===== src/prfc_pkg.sv =====
// Package: shared constants, types and command/status structs for the fault counter.
`timescale 1ns / 1ps
`default_nettype none
package prfc_pkg;
	localparam int MaxRefs = 64;
	localparam int Frames = 3;
	localparam int AddrW = $clog2(MaxRefs);
	localparam int CntW = $clog2(MaxRefs + 1);
	localparam int PageW = 16;
	localparam int OutW = 7;

	localparam logic [1:0] POL_FIFO = 2'd0;
	localparam logic [1:0] POL_LRU = 2'd1;
	localparam logic [1:0] POL_OPT = 2'd2;

	// Controller commands to the datapath.
	typedef struct packed {
		logic store;     // write incoming page into the store
		logic clr_run;   // clear frames and fault count, start replay
		logic rd_cur;    // issue read of current reference
		logic apply;     // apply current reference (hit/miss/fill) using current data
		logic scan_init; // begin lookahead scan for optimal eviction
		logic scan_rd;   // issue read of scan entry
		logic scan_cmp;  // compare scan data against frames
		logic evict_opt; // replace optimal victim
		logic next_ref;  // advance to next reference
		logic clr_str;   // clear string state after result
	} prfc_cmd_t;

	// Datapath status to the controller.
	typedef struct packed {
		logic run_done;  // all stored references replayed
		logic need_opt;  // current reference misses with full frames under optimal
		logic scan_done; // lookahead scan ended
	} prfc_sts_t;
endpackage
`default_nettype wire


===== src/prfc_if.sv =====
// Interfaces: valid/ready channels for input items, result items and configuration.
`timescale 1ns / 1ps
`default_nettype none
interface prfc_in_if;
	logic valid;
	logic ready;
	logic [15:0] page;
	logic last;
	modport source (output valid, page, last, input ready);
	modport sink (input valid, page, last, output ready);
endinterface

interface prfc_out_if;
	logic valid;
	logic ready;
	logic [6:0] fault_count;
	logic [6:0] ref_total;
	logic overflow;
	modport source (output valid, fault_count, ref_total, overflow, input ready);
	modport sink (input valid, fault_count, ref_total, overflow, output ready);
endinterface

interface prfc_cfg_if;
	logic valid;
	logic ready;
	logic [1:0] data;
	modport source (output valid, data, input ready);
	modport sink (input valid, data, output ready);
endinterface
`default_nettype wire


===== src/prfc_datapath.sv =====
// Datapath: reference store, frames, ranks, counters and optimal lookahead scan.
`timescale 1ns / 1ps
`default_nettype none
module prfc_datapath import prfc_pkg::*; (
	input wire logic clk,
	input wire logic arst_n,
	input wire prfc_cmd_t cmd,
	input wire logic [PageW-1:0] in_page,
	input wire logic [1:0] policy,
	output prfc_sts_t sts,
	output logic [OutW-1:0] fault_count,
	output logic [OutW-1:0] ref_total,
	output logic overflow
);
	logic [PageW-1:0] mem [MaxRefs];
	logic [PageW-1:0] rd_data_q;
	logic [CntW-1:0] ref_count_q;
	logic overflow_q;
	logic [CntW-1:0] idx_q;
	logic [CntW-1:0] scan_q;
	logic [PageW-1:0] cur_q;
	logic [PageW-1:0] frame_page_q [Frames];
	logic [Frames-1:0] frame_valid_q;
	logic [1:0] frame_rank_q [Frames];
	logic [Frames-1:0] seen_q;
	logic [1:0] last_seen_q;
	logic [CntW-1:0] fault_q;
	logic [AddrW-1:0] rd_addr;

	logic [Frames-1:0] hit_vec;
	logic is_hit;
	logic [1:0] hit_idx, fill_idx, rank_victim, opt_victim, victim;
	logic full;

	// Hit and victim selection
	always_comb begin
		hit_vec = '0;
		for (int f = 0; f < Frames; f++)
			hit_vec[f] = frame_valid_q[f] && (frame_page_q[f] == rd_data_q);
		is_hit = |hit_vec;
		hit_idx = hit_vec[0] ? 2'd0 : (hit_vec[1] ? 2'd1 : 2'd2);
		full = &frame_valid_q;
		fill_idx = !frame_valid_q[0] ? 2'd0 : (!frame_valid_q[1] ? 2'd1 : 2'd2);
		rank_victim = 2'd0;
		for (int f = 1; f < Frames; f++)
			if (frame_rank_q[f] > frame_rank_q[rank_victim]) rank_victim = 2'(f);
		// Farthest: lowest frame never seen, else the last one found
		if (!seen_q[0]) opt_victim = 2'd0;
		else if (!seen_q[1]) opt_victim = 2'd1;
		else if (!seen_q[2]) opt_victim = 2'd2;
		else opt_victim = last_seen_q;
		victim = cmd.evict_opt ? opt_victim : (full ? rank_victim : fill_idx);
	end

	assign sts.run_done = (idx_q >= ref_count_q);
	assign sts.need_opt = !is_hit && full && (policy == POL_OPT);
	assign sts.scan_done = (scan_q >= ref_count_q) || (&seen_q);
	assign rd_addr = cmd.scan_rd ? scan_q[AddrW-1:0] : idx_q[AddrW-1:0];

	// Store writes and registered reads
	always_ff @(posedge clk) begin
		if (cmd.store && ref_count_q < CntW'(MaxRefs))
			mem[ref_count_q[AddrW-1:0]] <= in_page;
		if (cmd.rd_cur || cmd.scan_rd)
			rd_data_q <= mem[rd_addr];
	end

	// Control and frame state
	always_ff @(posedge clk or negedge arst_n) begin
		if (!arst_n) begin
			ref_count_q <= '0;
			overflow_q <= 1'b0;
			idx_q <= '0;
			scan_q <= '0;
			cur_q <= '0;
			fault_q <= '0;
			frame_valid_q <= '0;
			seen_q <= '0;
			last_seen_q <= '0;
			for (int f = 0; f < Frames; f++) begin
				frame_rank_q[f] <= '0;
				frame_page_q[f] <= '0;
			end
		end else begin
			if (cmd.store) begin
				if (ref_count_q < CntW'(MaxRefs)) ref_count_q <= ref_count_q + 1'b1;
				else overflow_q <= 1'b1;
			end
			if (cmd.clr_run) begin
				idx_q <= '0;
				fault_q <= '0;
				frame_valid_q <= '0;
			end
			if (cmd.next_ref) idx_q <= idx_q + 1'b1;
			// Hold current page for the scan
			if (cmd.scan_init) begin
				cur_q <= rd_data_q;
				scan_q <= idx_q + 1'b1;
				seen_q <= '0;
			end
			if (cmd.scan_rd) scan_q <= scan_q + 1'b1;
			if (cmd.scan_cmp) begin
				for (int f = 0; f < Frames; f++)
					if (!seen_q[f] && frame_page_q[f] == rd_data_q) begin
						seen_q[f] <= 1'b1;
						last_seen_q <= 2'(f);
					end
			end
			// Apply a reference: hit promotes under LRU, miss loads victim
			if (cmd.apply && is_hit) begin
				if (policy == POL_LRU)
					for (int f = 0; f < Frames; f++)
						if (2'(f) == hit_idx) frame_rank_q[f] <= '0;
						else if (frame_valid_q[f] && frame_rank_q[f] < frame_rank_q[hit_idx])
							frame_rank_q[f] <= frame_rank_q[f] + 1'b1;
			end else if ((cmd.apply && !sts.need_opt) || cmd.evict_opt) begin
				fault_q <= fault_q + 1'b1;
				for (int f = 0; f < Frames; f++)
					if (2'(f) == victim) begin
						frame_page_q[f] <= cmd.evict_opt ? cur_q : rd_data_q;
						frame_valid_q[f] <= 1'b1;
						frame_rank_q[f] <= '0;
					end else if (frame_valid_q[f]) begin
						frame_rank_q[f] <= frame_rank_q[f] + 1'b1;
					end
			end
			// Drop the string once its result is taken
			if (cmd.clr_str) begin
				ref_count_q <= '0;
				overflow_q <= 1'b0;
				fault_q <= '0;
			end
		end
	end

	assign fault_count = OutW'(fault_q);
	assign ref_total = OutW'(ref_count_q);
	assign overflow = overflow_q;

	a_count_bound: assert property (@(posedge clk) disable iff (!arst_n)
		ref_count_q <= CntW'(MaxRefs)) else $error("ref count past capacity");
	a_fault_bound: assert property (@(posedge clk) disable iff (!arst_n)
		fault_q <= ref_count_q) else $error("faults exceed references");
	a_opt_full: assert property (@(posedge clk) disable iff (!arst_n)
		cmd.evict_opt |-> full) else $error("optimal eviction with empty frame");
endmodule
`default_nettype wire


===== src/prfc_ctrl.sv =====
// Controller: state machine that sequences loading, replay, scan and result.
`timescale 1ns / 1ps
`default_nettype none
module prfc_ctrl import prfc_pkg::*; (
	input wire logic clk,
	input wire logic arst_n,
	input wire logic in_valid,
	input wire logic in_last,
	output logic in_ready,
	output logic out_valid,
	input wire logic out_ready,
	input wire prfc_sts_t sts,
	output prfc_cmd_t cmd
);
	typedef enum logic [7:0] {
		S_LOAD = 8'b0000_0001,
		S_START = 8'b0000_0010,
		S_READ = 8'b0000_0100,
		S_APPLY = 8'b0000_1000,
		S_SREAD = 8'b0001_0000,
		S_SCMP = 8'b0010_0000,
		S_EVICT = 8'b0100_0000,
		S_DONE = 8'b1000_0000
	} state_t;

	state_t state_q, state_d;

	assign in_ready = (state_q == S_LOAD);
	assign out_valid = (state_q == S_DONE);

	// Next state and commands
	always_comb begin
		state_d = state_q;
		cmd = '0;
		case (state_q)
			S_LOAD: begin
				if (in_valid) begin
					cmd.store = 1'b1;
					if (in_last) state_d = S_START;
				end
			end
			S_START: begin
				cmd.clr_run = 1'b1;
				state_d = S_READ;
			end
			S_READ: begin
				if (sts.run_done) state_d = S_DONE;
				else begin
					cmd.rd_cur = 1'b1;
					state_d = S_APPLY;
				end
			end
			S_APPLY: begin
				cmd.apply = 1'b1;
				if (sts.need_opt) begin
					cmd.scan_init = 1'b1;
					state_d = S_SREAD;
				end else begin
					cmd.next_ref = 1'b1;
					state_d = S_READ;
				end
			end
			S_SREAD: begin
				if (sts.scan_done) state_d = S_EVICT;
				else begin
					cmd.scan_rd = 1'b1;
					state_d = S_SCMP;
				end
			end
			S_SCMP: begin
				cmd.scan_cmp = 1'b1;
				state_d = S_SREAD;
			end
			S_EVICT: begin
				cmd.evict_opt = 1'b1;
				cmd.next_ref = 1'b1;
				state_d = S_READ;
			end
			S_DONE: begin
				if (out_ready) begin
					cmd.clr_str = 1'b1;
					state_d = S_LOAD;
				end
			end
			default: state_d = S_LOAD;
		endcase
	end

	always_ff @(posedge clk or negedge arst_n) begin
		if (!arst_n) state_q <= S_LOAD;
		else state_q <= state_d;
	end

	a_onehot: assert property (@(posedge clk) disable iff (!arst_n)
		$onehot(state_q)) else $error("state not one-hot");
	a_no_mix: assert property (@(posedge clk) disable iff (!arst_n)
		!(in_ready && out_valid)) else $error("load and result overlap");
	a_evict_next: assert property (@(posedge clk) disable iff (!arst_n)
		cmd.evict_opt |=> state_q == S_READ) else $error("eviction did not return");
endmodule
`default_nettype wire


===== src/page_replacement_fault_counter.sv =====
// Top level: page reference fault counter for FIFO, LRU and optimal replacement.
`timescale 1ns / 1ps
`default_nettype none
// Stores up to 64 page references, one item per cycle while loading; excess
// references are dropped and flagged. After the item marked last, a setup state
// clears the frames and the string is replayed over three frames: a reference
// takes a store read and an apply step; an optimal-policy eviction adds a scan
// that reads and compares later entries until every frame's next use is found
// or the string ends, then loads the frame. A final read step ends the replay.
// The result waits in an output register; loading resumes when it is taken.
// Policy must be written only while idle; the block itself does not enforce it.
module page_replacement_fault_counter import prfc_pkg::*; (
	input wire logic clk,
	input wire logic arst_n,
	prfc_in_if.sink in_ch,
	prfc_out_if.source out_ch,
	prfc_cfg_if.sink cfg
);
	prfc_cmd_t cmd;
	prfc_sts_t sts;
	logic [1:0] policy_q;

	// Hold policy register
	assign cfg.ready = 1'b1;
	always_ff @(posedge clk or negedge arst_n) begin
		if (!arst_n) policy_q <= POL_FIFO;
		else if (cfg.valid) policy_q <= cfg.data;
	end

	prfc_ctrl u_ctrl (
		.clk, .arst_n,
		.in_valid(in_ch.valid), .in_last(in_ch.last), .in_ready(in_ch.ready),
		.out_valid(out_ch.valid), .out_ready(out_ch.ready),
		.sts, .cmd
	);

	prfc_datapath u_dp (
		.clk, .arst_n, .cmd,
		.in_page(in_ch.page), .policy(policy_q), .sts,
		.fault_count(out_ch.fault_count), .ref_total(out_ch.ref_total),
		.overflow(out_ch.overflow)
	);
endmodule
`default_nettype wire


===== src/flat_wrapper.sv =====
// flat-port wrapper written by rule: the top's interface ports become plain ports
module page_replacement_fault_counter_flat import prfc_pkg::*;
  (clk, arst_n, in_ch_valid, in_ch_page, in_ch_last, in_ch_ready, out_ch_valid, out_ch_fault_count, out_ch_ref_total, out_ch_overflow, out_ch_ready, cfg_valid, cfg_data, cfg_ready);
  prfc_in_if in_ch_i ();
  prfc_out_if out_ch_i ();
  prfc_cfg_if cfg_i ();
  input wire logic clk;
  input wire logic arst_n;
  input wire logic [$bits(in_ch_i.valid)-1:0] in_ch_valid;
  input wire logic [$bits(in_ch_i.page)-1:0] in_ch_page;
  input wire logic [$bits(in_ch_i.last)-1:0] in_ch_last;
  output wire logic [$bits(in_ch_i.ready)-1:0] in_ch_ready;
  output wire logic [$bits(out_ch_i.valid)-1:0] out_ch_valid;
  output wire logic [$bits(out_ch_i.fault_count)-1:0] out_ch_fault_count;
  output wire logic [$bits(out_ch_i.ref_total)-1:0] out_ch_ref_total;
  output wire logic [$bits(out_ch_i.overflow)-1:0] out_ch_overflow;
  input wire logic [$bits(out_ch_i.ready)-1:0] out_ch_ready;
  input wire logic [$bits(cfg_i.valid)-1:0] cfg_valid;
  input wire logic [$bits(cfg_i.data)-1:0] cfg_data;
  output wire logic [$bits(cfg_i.ready)-1:0] cfg_ready;
  assign in_ch_i.valid = in_ch_valid;
  assign in_ch_i.page = in_ch_page;
  assign in_ch_i.last = in_ch_last;
  assign in_ch_ready = in_ch_i.ready;
  assign out_ch_valid = out_ch_i.valid;
  assign out_ch_fault_count = out_ch_i.fault_count;
  assign out_ch_ref_total = out_ch_i.ref_total;
  assign out_ch_overflow = out_ch_i.overflow;
  assign out_ch_i.ready = out_ch_ready;
  assign cfg_i.valid = cfg_valid;
  assign cfg_i.data = cfg_data;
  assign cfg_ready = cfg_i.ready;
  page_replacement_fault_counter u_core (.clk(clk), .arst_n(arst_n), .in_ch(in_ch_i), .out_ch(out_ch_i), .cfg(cfg_i));
endmodule

===== config.mk =====
export PLATFORM = sky130hd
export DESIGN_NAME = page_replacement_fault_counter_flat
export DESIGN_NICKNAME = d
export VERILOG_FILES = /design/src/prfc_pkg.sv /design/src/prfc_if.sv /design/src/prfc_datapath.sv /design/src/prfc_ctrl.sv /design/src/page_replacement_fault_counter.sv /design/src/flat_wrapper.sv
export SDC_FILE = /design/constraint.sdc
export NUM_CORES = 2
export LEC_CHECK = 0
export BUFFER_PORTS_ARGS = -buffer_cell sky130_fd_sc_hd__buf_2
export CAP_MARGIN = 20
export CELL_PAD_IN_SITES_DETAIL_PLACEMENT = 2
export CELL_PAD_IN_SITES_GLOBAL_PLACEMENT = 2
export CORE_MARGIN = 2
export CORE_UTILIZATION = 53
export DETAILED_ROUTE_END_ITERATION = 10
export HOLD_SLACK_MARGIN = 0.1
export PLACE_DENSITY_LB_ADDON = 0.25
export SYNTH_ARGS = -nofsm -noshare
export SYNTH_HDL_FRONTEND = slang
export SYNTH_HIERARCHICAL = 1
export SYNTH_SLANG_ARGS = --single-unit

===== constraint.sdc =====
create_clock -name clk -period 8.99 [get_ports clk]
set_input_delay 1.798 -clock clk [delete_from_list [all_inputs] [get_ports clk]]
set_output_delay 1.798 -clock clk [all_outputs]
set_load 0.1 [all_outputs]

==> summary.txt, run 1 <==
Placement
  – Post-DP HPWL: 95.3 mm
  – # port buffers: 40
  – GPL Wtd Cong: 0.819

Yosys
  – Synth warnings: 6
  – FFs w/ async S/R, synth: 0.101
  – Post-synth EDFFs: 1040
  – Synth top area share: 0.673
  – Most area-consuming cells after synthesis: edfxtp_1, mux4_2, dfrtp_1
  – Area of the mapped netlist: 46400 µm²
  – Mean Syn Cell Area: 18.3 µm²
  – Post-synth top area cell: edfxtp_1
  – Synth Net Count: 2587
  – Post-synthesis sequential area ratio: 0.736
  – Cells after Synth: 2540
  – Number of synthesized register bits: 1157
  – Synth unique cells: 72
  – Top FF cell, synth: edfxtp_1

Clock network
  – Total CTS buffers: 117
  – CTS H-tree lvls: 3
  – CTS Hold Buffers Added: 0
  – # clock sinks: 1157
  – Bufs on Longest Clock Path: 3
  – CTS resizes: 0
  – Clk root buf: clkbuf_16
  – Setup bufs post-CTS: 0

Floorplanning
  – Die X: 300 µm
  – Initial core utilization: 0.535
  – Die extent in y: 300 µm
  – # IOs: 42
  – FP Rows: 108

Status
  – Tool error: [ERROR DPL-0033] detailed placement checks failed during check placement.
  – Stopped at: 4_1_cts
  – Status: aborted with a tool error
[Yosys cell counts, types with 8 or more instances]
master and n:
edfxtp_1 1040, mux4_2 256, nand2_1 212, dfrtp_1 116
nor2_1 106, clkbuf_1 97, a211oi_1 84, and2_1 69
a21oi_1 52, o21ai_1 49, a31oi_1 36, xor2_1 35
a311oi_1 32, buf_2 28, inv_1 28, o21ai_0 26
xnor2_1 26, mux2i_1 24, ha_1 23, nand3_1 21
mux2_2 19, buf_1 14, a21o_1 11, nand2b_1 11
nor3_1 10, nor4_1 9, o22ai_1 9, nand4_1 8
[cell families after synthesis]
kind of cell    after synthesis  share of synthesized area
fa+ha+maj                    24                    0.00641
xor+xnor                     61                     0.0115
mux                         299                      0.134
flops                      1157                      0.736
other cells                   1                  0.0000808
buf+inv                     169                     0.0146
compound gates              333                     0.0473
simple gates                496                     0.0504
[through the flow]
stage	area [µm²]	utilization	hold slack [ns]	worst slack [ns]	std cells
2_1_floorplan	46400	-	0.469	3.63	2540
3_3_place_gp	48500	0.559	0.476	1.49	3697
3_5_place_dp	48500	0.559	0.502	0.934	3698
==> run 2: changes to the inputs <==
--- a/config.mk
+++ b/config.mk
@@ -7,13 +7,10 @@
 export LEC_CHECK = 0
 export BUFFER_PORTS_ARGS = -buffer_cell sky130_fd_sc_hd__buf_2
 export CAP_MARGIN = 20
-export CELL_PAD_IN_SITES_DETAIL_PLACEMENT = 2
-export CELL_PAD_IN_SITES_GLOBAL_PLACEMENT = 2
 export CORE_MARGIN = 2
-export CORE_UTILIZATION = 53
+export CORE_UTILIZATION = 40
 export DETAILED_ROUTE_END_ITERATION = 10
-export HOLD_SLACK_MARGIN = 0.1
-export PLACE_DENSITY_LB_ADDON = 0.25
+export PLACE_DENSITY_LB_ADDON = 0.15
 export SYNTH_ARGS = -nofsm -noshare
 export SYNTH_HDL_FRONTEND = slang
 export SYNTH_HIERARCHICAL = 1
==> run 2 against run 1 <==
Area after synthesis unchanged. Synthesized cell count did not move. The flow now finishes without violations.
==> summary.txt, run 2 <==
Setup path
  – CP Class: reg2reg
  – Critical path, cell by cell: ha_1 -> nand2b_1 -> a21o_1 -> a21o_1 -> a21o_1 -> a21oi_1 -> nor2b_1 -> o21ai_0 -> nand2_1 -> and4bb_2 -> mux2i_4 -> buf_4 -> buf_12 -> mux4_2 -> and2_1 -> a211oi_1 -> a31oi_1 -> a21oi_1 -> a21oi_1
  – R2r endpoint: u_core/u_dp/rd_data_q[4]
  – Reg2Reg Depth: 19
  – Worst flop-to-flop path startpoint: u_core/u_dp/ref_total[0]
  – Endpoint type of the worst setup path: register
  – CP max FO: 59
  – Critical path depth in cells: 19
  – CP max stage delay: 0.86 ns
  – Crit path DAT: 7.50 ns
  – Worst EP required: 9.41 ns
  – Worst R2R Setup Slack: 1.90 ns
  – CP delay by family, top: compound AO/OA/AOI/OAI gates
  – Setup crit start kind: register
  – WP buf/inv: 2
  – CP max-delay cell: mux2i_4

Drt
  – Vias: 24.6k
  – Vias per cell: 5.76
  – WL/cell: 28.7 µm
  – Total routed wirelength: 122 mm
  – Initial DRC Count: 2661
  – Pre-antenna DRT Iters: 5
  – Antenna viol nets, final: 0
  – Drt drc: 0

Power and ir drop
  – Pwr Total: 12.7 mW
  – LEAKAGE: 17.6 nW
  – Worst ir drop on vdd: 195 µV
  – Psw: 3.33 mW
  – Clock share of power: 0.370
  – Pwr per Cell Area: 241 nW/µm²
  – Combinational share of power: 0.143
  – Internal Power: 9.38 mW
  – Switch share: 0.262
  – Reg power frac: 0.487

STA
  – RSZ-0062 raised after global routing: no
  – Worst Skew: 0.0256 ns
  – Tcrit/Tclk final: 0.788
  – Max Slew Vio Count: 0
  – Post-layout minimum cycle time: 7.09 ns
  – Slew headroom: 0.244
  – Hold slack: 0.502 ns
  – Final Hold Fails: 0
  – TNS Setup: 0 ns
  – Worst-Margin Slew: 1.13 ns
  – Final setup vio count: 0
  – Final WS setup: 1.90 ns
  – Fmax: 0.141 GHz

Placement
  – Dpl ws: 1.88 ns
  – # port buffers: 40
  – Post-placement cell count: 4052
  – Post-DP Area: 48900 µm²
  – GPL Wtd Cong: 0.792
  – Post-DP HPWL: 70.2 mm

Status
  – Status: finished clean

Cells and area
  – Area grow syn2layout: 13.3%
  – Share of cells above drive strength 1: 0.220
  – Final instance area: 52600 µm²
  – Most common cell after layout, fill and taps aside: edfxtp_1
  – Max reg flops: 1024
  – Core Util, Final: 0.459
  – Layout Nets: 2708
  – Non-filler cells, final: 4266
  – Most frequent cells in the layout: edfxtp_1, mux4_2, nand2_1
  – ANT cells: 0
  – Fillers: 9722

Yosys
  – Synth top area share: 0.673
  – Area of the mapped netlist: 46400 µm²
  – Top FF cell, synth: edfxtp_1
  – Post-synthesis sequential area ratio: 0.736
  – Post-synth top area cell: edfxtp_1
  – Synth unique cells: 72
  – Most area-consuming cells after synthesis: edfxtp_1, mux4_2, dfrtp_1
  – Synth warnings: 6
  – FFs w/ async S/R, synth: 0.101
  – Number of synthesized register bits: 1157
  – Most frequent cell after synthesis: edfxtp_1
  – Post-synth top cells: edfxtp_1, mux4_2, nand2_1
  – Cells after Synth: 2540
  – Post-synth EDFFs: 1040
  – Synth Net Count: 2587
  – Mean Syn Cell Area: 18.3 µm²

Min path
  – WHS Endpoint: u_core/u_dp/frame_page_q[16]
  – Hold path cells: 2
  – Hold_sp: u_core/u_dp/frame_page_q[16]
  – Hold crit path type: reg2reg

Global route
  – Initial antenna violation count: 0
  – Grt total ovfl: 0
  – Vias in the first global route: 24.5k
  – First-pass GRT wire length: 177 mm
  – Largest net degree at the start of global routing: 129
  – Total track usage: 0.207

Clock network
  – Clock slew at reported path FFs: 0.06 ns
  – # clock sinks: 1157
  – Setup bufs post-CTS: 0
  – CTS resizes: 0
  – CTS H-tree lvls: 3
  – Clock latency at the later pin of the worst-skew pair: 0.72 ns
  – Bufs on Longest Clock Path: 3
  – CTS Hold Buffers Added: 0
  – Total CTS buffers: 117
  – TritonCTS clock tree: done
  – Clk root buf: clkbuf_16

Run
  – Max cap viols: 0

Floorplanning
  – Die extent in y: 345 µm
  – # IOs: 42
  – Die ar.: 119000 µm²
  – FP Rows: 124
  – Core box area: 115000 µm²
  – Die X: 345 µm
  – Initial core utilization: 0.405
run 2: cell counts after synthesis:
Identical to the previous run, type by type.
run 2: worst max-delay path by stage:
stage	from	endpoint	slack, ns
after floorplan	u_core/u_dp/ref_total[2]	u_core/u_dp/rd_data_q[3]	3.63
after global placement	u_core/u_dp/ref_total[0]	u_core/u_dp/rd_data_q[4]	1.88
after detailed placement	u_core/u_dp/ref_total[0]	u_core/u_dp/rd_data_q[4]	1.88
after CTS	u_core/u_dp/ref_total[0]	u_core/u_dp/rd_data_q[4]	1.83
after global routing	u_core/u_dp/ref_total[0]	u_core/u_dp/rd_data_q[4]	1.51
final	u_core/u_dp/ref_total[0]	u_core/u_dp/rd_data_q[4]	1.90
run 2: power groups by stage:
stage	combinational [mW]	sequential (mW)	clock, mW
6_report	1.82	6.18	4.70
5_1_grt	1.94	6.20	5.01
4_1_cts	1.85	6.18	4.81
3_5_place_dp	1.84	6.29	0
3_3_place_gp	1.82	6.28	0
2_1_floorplan	1.06	6.46	0
run 2: cells by family after synthesis:
logic type	after synthesis	synth area share
compound gates	333	0.0473
xor+xnor	61	0.0115
fa+ha+maj	24	0.00641
buf+inv	169	0.0146
flops	1157	0.736
mux	299	0.134
other cells	1	0.0000808
simple gates	496	0.0504
run 2: worst reg2reg max path, stage by stage, from the launching register on:
cell	delay (ns)
dfrtp_1	0.71
ha_1	0.33
nand2b_1	0.14
a21o_1	0.18
a21o_1	0.17
a21o_1	0.17
a21oi_1	0.16
nor2b_1	0.06
o21ai_0	0.16
nand2_1	0.09
and4bb_2	0.68
mux2i_4	0.88
buf_4	0.54
buf_12	0.47
mux4_2	0.64
and2_1	0.19
a211oi_1	0.46
a31oi_1	0.10
a21oi_1	0.47
a21oi_1	0.18
run 2: layout make-up:
cell class,count,area (µm²),area share
clock buffer,143,3030,0.0575
clock inverter,69,641,0.0122
inverter,28,105,0.00200
multi-input combinational,1214,11700,0.223
sequential,1157,34200,0.649
tap,1512,1890,0.0359
timing repair buffer,143,1090,0.0207
run 2: routing by layer:
metal	track usage	vias up	wire, µm
li1	-	10439	-
met1	0.299	13163	53300
met2	0.331	807	58700
met3	0.0340	164	7790
met4	0.0470	0	2620
met5	0	-	0
No activity file was read; power rests on OpenSTA's default activity.
